<file path="config.mk">
export PLATFORM = sky130hd
export DESIGN_NAME = suks_cell
export DESIGN_NICKNAME = d
export VERILOG_FILES = /design/src/sv/suks_pkg.sv /design/src/sv/suks_cell.sv
export SDC_FILE = /design/constraint.sdc
export NUM_CORES = 1
export LEC_CHECK = 0
export ABC_AREA = 1
export BUFFER_PORTS_ARGS = -buffer_cell sky130_fd_sc_hd__clkbuf_2
export CAP_MARGIN = 20
export CELL_PAD_IN_SITES_DETAIL_PLACEMENT = 0
export CELL_PAD_IN_SITES_GLOBAL_PLACEMENT = 2
export CORE_ASPECT_RATIO = 1.1
export CORE_MARGIN = 1.5
export CORE_UTILIZATION = 28
export CTS_CLUSTER_SIZE = 28
export DETAILED_ROUTE_END_ITERATION = 12
export GPL_ROUTABILITY_DRIVEN = 0
export GPL_TIMING_DRIVEN = 0
export PLACE_DENSITY_LB_ADDON = 0.1
export REMOVE_ABC_BUFFERS = 1
export SETUP_SLACK_MARGIN = 0.05
export SLEW_MARGIN = 20
export SYNTH_ARGS = -nofsm -noshare
export SYNTH_HDL_FRONTEND = slang
export SYNTH_SLANG_ARGS = --single-unit
</file>
<file path="constraint.sdc">
create_clock -name clk -period 5.1 [get_ports clk]
set_input_delay 0.51 -clock clk [delete_from_list [all_inputs] [get_ports clk]]
set_output_delay 0.51 -clock clk [all_outputs]
set_load 0.02 [all_outputs]
</file>
<file path="src/sv/suks_pkg.sv">
`timescale 1ns / 1ps
`default_nettype none
// ----------------------------------------------------------------------------
// suks_pkg: shared types and constants of the sorted unique key store
// Field widths, command and status codes, and the control beat that the
// top level broadcasts to every cell of the key chain.
// ----------------------------------------------------------------------------
package suks_pkg;

    localparam int KEY_W       = 32;
    localparam int CMD_W       = 2;
    localparam int STATUS_W    = 3;
    localparam int ENTRY_W     = 6;
    localparam int MAX_RESULTS = 32;
    localparam int APB_DATA_W  = 32;
    localparam int APB_ADDR_W  = 3;

    // Register index as seen in paddr[2]
    localparam logic REG_IDX_DESCENDING = 1'b0;

    typedef enum logic [CMD_W-1:0] {
        CMD_INSERT = 2'd0,
        CMD_REMOVE = 2'd1,
        CMD_DUMP   = 2'd2
    } cmd_t;

    typedef enum logic [STATUS_W-1:0] {
        STAT_INSERTED  = 3'd0,
        STAT_DUPLICATE = 3'd1,
        STAT_REMOVED   = 3'd2,
        STAT_NOT_FOUND = 3'd3,
        STAT_FULL      = 3'd4,
        STAT_LISTED    = 3'd5,
        STAT_EMPTY     = 3'd6
    } status_t;

    typedef enum logic [2:0] {
        CELL_HOLD      = 3'd0,
        CELL_COMPARE   = 3'd1,
        CELL_INSERT    = 3'd2,
        CELL_REMOVE    = 3'd3,
        CELL_ROT_LEFT  = 3'd4,
        CELL_ROT_RIGHT = 3'd5
    } cell_op_t;

    typedef struct packed {
        cell_op_t         op;
        logic [KEY_W-1:0] key;
    } cell_ctl_t;

endpackage
`default_nettype wire

</file>
<file path="src/sv/suks_cell.sv">
`timescale 1ns / 1ps
`default_nettype none
// ----------------------------------------------------------------------------
// suks_cell: one slot of the sorted key chain
// Holds one key, compares it against the broadcast key, and takes a key from
// a neighbor on insert, remove and rotate, or the broadcast key on insert.
// ----------------------------------------------------------------------------
module suks_cell
    import suks_pkg::*;
#(
    parameter int IDX   = 0,
    parameter int CNT_W = 6
)
(
    input  wire logic             clk,
    input  wire cell_ctl_t        ctl,
    input  wire logic [CNT_W-1:0] count,
    input  wire logic [KEY_W-1:0] prev_key,
    input  wire logic [KEY_W-1:0] next_key,
    input  wire logic             lt_prev,
    output logic [KEY_W-1:0]      key,
    output logic                  lt,
    output logic                  eq
);

    logic [KEY_W-1:0] key_reg, key_next;
    logic             lt_reg, lt_next;
    logic             eq_reg, eq_next;
    logic             occupied;

    assign occupied = (count > CNT_W'(IDX));

    always_comb
    begin
        key_next = key_reg;
        lt_next  = lt_reg;
        eq_next  = eq_reg;
        unique case (ctl.op)
            CELL_HOLD:
            begin
            end
            CELL_COMPARE:
            begin
                lt_next = occupied && ($signed(key_reg) < $signed(ctl.key));
                eq_next = occupied && (key_reg == ctl.key);
            end
            CELL_INSERT:
            begin
                // first slot not below the key takes it, the rest shift up
                if (!lt_reg)
                    key_next = lt_prev ? ctl.key : prev_key;
            end
            CELL_REMOVE:
            begin
                if (!lt_reg)
                    key_next = next_key;
            end
            CELL_ROT_LEFT:  key_next = next_key;
            CELL_ROT_RIGHT: key_next = prev_key;
            default:
            begin
            end
        endcase
    end

    always_ff @(posedge clk)
    begin
        key_reg <= key_next;
        lt_reg  <= lt_next;
        eq_reg  <= eq_next;
    end

    assign key = key_reg;
    assign lt  = lt_reg;
    assign eq  = eq_reg;

endmodule
`default_nettype wire

</file>
==> results.md <==
* Status: finished, final reports clean
* Fin. Hold Viols at 0
* GR met2 Demand/Resource at 0.260
* Layout cell share with drive strength beyond 1 at 0.400
* Leak pwr at 2.08 nW
* Slew headroom at 0.286
* Logic pwr share at 0.314
* WL/cell at 13.4 µm
* Final Cycle Share at 0.461
* Util after Layout at 0.374
* Commonest cells after routing, fill and taps aside: 139 x clkbuf_2, 72 x inv_1, 70 x nand2_1
* Sw Ratio at 0.321
* Clk network pwr share at 0.309
* HP Class: primary input to register
* Placed cell areas at 3930 µm²
* Initial antenna violation count at 0
* Hold_buf cts at 0
* Met3 usage in global routing at 0.0362
* Register area at 1020 µm²
* Router iterations before antenna repair at 4
* Hold path startpoint: next_key[24]
* Internal at 0.637 mW
* CP Cell Sequence: clkbuf_2 -> inv_2 -> nand2_1 -> nor2_2 -> a21oi_2 -> inv_2 -> nor2_8 -> a22oi_1 -> o21ai_0
* Slew Viols, Final at 0
* Via count at 2882
* DP HPWL at 6520 µm
* H-tree depth at 2
* Average vias per placed instance at 4.43
* Initial core utilization at 0.286
* EDFF count, synth at 34
* Drt total wl at 8680 µm
* GRT Overall Usage at 0.153
* Number of diodes at 0
* Peak VDD IR at 0.000115 V
* DRC viols at 0
* Ys Warns at 0
* Num Clock Sinks at 34
* Minimum clock period at 2.35 ns
* Synthesis-to-finish area growth at 30.6%
* Final setup violation count at 0
* Least-Margin Pin Slew at 1.07 ns
* I/O pins at 141
* Final Power at 0.939 mW
* Flop pwr share at 0.377
* Largest net degree at the start of global routing at 65
* Critical Path AT at 2.36 ns
* Fin area at 4060 µm²
* Fillers at 1199
* Worst reg2reg startpoint: key[11]
* Crit Path Category: primary input to register
* Clock skew at 0.00595 ns
* Chip width at 103 µm
* Initial DRC count at 64
* Pwr dens at 231 nW/µm²
* CTS tree: built
* GRT met1 Usage at 0.197
* R2r setup slk at 3.30 ns
* Slowest stage cell, crit path: inv_2
* Nets at 643
* Post_cts resized at 0
* Critical Path Source: ctl[34]
* Synth Flop Type: edfxtp_1
* Max FFs per register at 32
* Die area at 11800 µm²
* Critical Path Source Type: primary input
* Worst path max stage delay at 0.77 ns
* Worst Path Max Fanout at 33
* Clk Latency, worst-skew pair at 0.28 ns
* Max Root-Sink Buffers at 2
* First-pass GRT wire length at 13800 µm
* GRT Residual Overflow at 0
* Post-Syn Area at 3110 µm²
* Max Cap Viol at 0
* CTS clk-pin slew, worst paths at 0.06 ns
* Pre-CTS setup slack at 2.39 ns
* Mapped Avg Cell Area at 8.38 µm²
* Core area at 10900 µm²
* Sequential cell area fraction in the yosys report at 0.328
* F_max at 0.425 GHz
* Vias in the first global route at 2801
* Worst path most repeated cell: inv_2
* Port buffer count at 140
* Final worst slack at 2.75 ns
* Unrepaired setup endpoints after global routing: no
* #FFs+latches synth at 34
* Crit. End Element: register
* Most common cell after layout, fill and taps aside: clkbuf_2
* Worst path required time at 5.11 ns
* Sw power at 0.302 mW
* Clk root buf: clkbuf_16
* Mapped Cells at 371
* Cell Rows at 40
* Peak-usage layer in the global routing report: met2
* Die Y at 114 µm
* # Post-CTS Setup Buffers at 0
* CTS Buf Count at 5
* Count of unique library cells instantiated by Yosys at 27
* Post-synthesis async set-or-reset flop share at 0
* Number of routed nets with antenna violations at 0
* Multi-input gate area at 1690 µm²
cells by family after synthesis:
family / count (synthesis) / share of synthesized area
compound gates: 118 / 0.283
buf+inv: 93 / 0.133
fa+ha+maj: 32 / 0.129
flops: 34 / 0.328
simple gates: 94 / 0.127
cell usage after synthesis (2+ instances only):
cell type / number / share of area
a22oi_2: 30 / 0.12
nand4_1: 2 / 0.0040
o21ai_1: 17 / 0.027
ha_1: 32 / 0.13
nor3_1: 2 / 0.0032
inv_1: 73 / 0.088
clkbuf_1: 3 / 0.0036
o21a_1: 2 / 0.0048
a21oi_1: 15 / 0.024
nor2_1: 12 / 0.014
buf_6: 4 / 0.014
edfxtp_1: 34 / 0.33
o21ai_0: 37 / 0.060
o21ai_2: 13 / 0.037
nand3_1: 3 / 0.0048
buf_2: 6 / 0.0097
inv_2: 4 / 0.0048
nor2_2: 2 / 0.0040
nand2_1: 70 / 0.084
a22oi_1: 2 / 0.0048
buf_8: 2 / 0.0097
layer usage:
layer,vias to the layer above,wire length [µm]
met5,-,0
met4,0,80
met3,5,545
met2,85,4200
met1,1271,3850
li1,1521,-
worst paths after layout:
check / endpoint / cells past startpoint
setup / recovery: key[26] / 9
setup reg to reg: lt / 8
hold reg to reg: key[16] / 1
hold / removal: key[24] / 3
metrics by stage:
stage               TNS, ns  hold slack, ns  std cells
floorplan                 0           0.715        355
global placement      -6.93           0.816        642
detailed placement        0           0.820        644
CTS                       0           0.531        650
global route              0           0.534        650
finish                    0           0.529        650
power by group through the flow:
stage,sequential [mW],clock [mW],combinational (mW)
final,0.354,0.290,0.295
after global routing,0.357,0.310,0.337
after CTS,0.355,0.299,0.303
after detailed placement,0.361,0,0.302
after global placement,0.362,0,0.293
after floorplan,0.386,0,0.154
final cells by class:
class / instances / area share
inverter: 77 / 0.0712
multi-input combinational: 244 / 0.416
tap: 147 / 0.0453
sequential: 34 / 0.251
timing repair buffer: 142 / 0.185
clock inverter: 1 / 0.000924
clock buffer: 5 / 0.0308
worst max-delay path, delay by kind of cell:
kind                   cells  cell delay (ns)
AO/OA/AOI/OAI              3             0.40
AND/OR/NAND/NOR            3             0.53
buffers and inverters      3             0.93
Note: power is estimated with default switching activity, not from simulation.
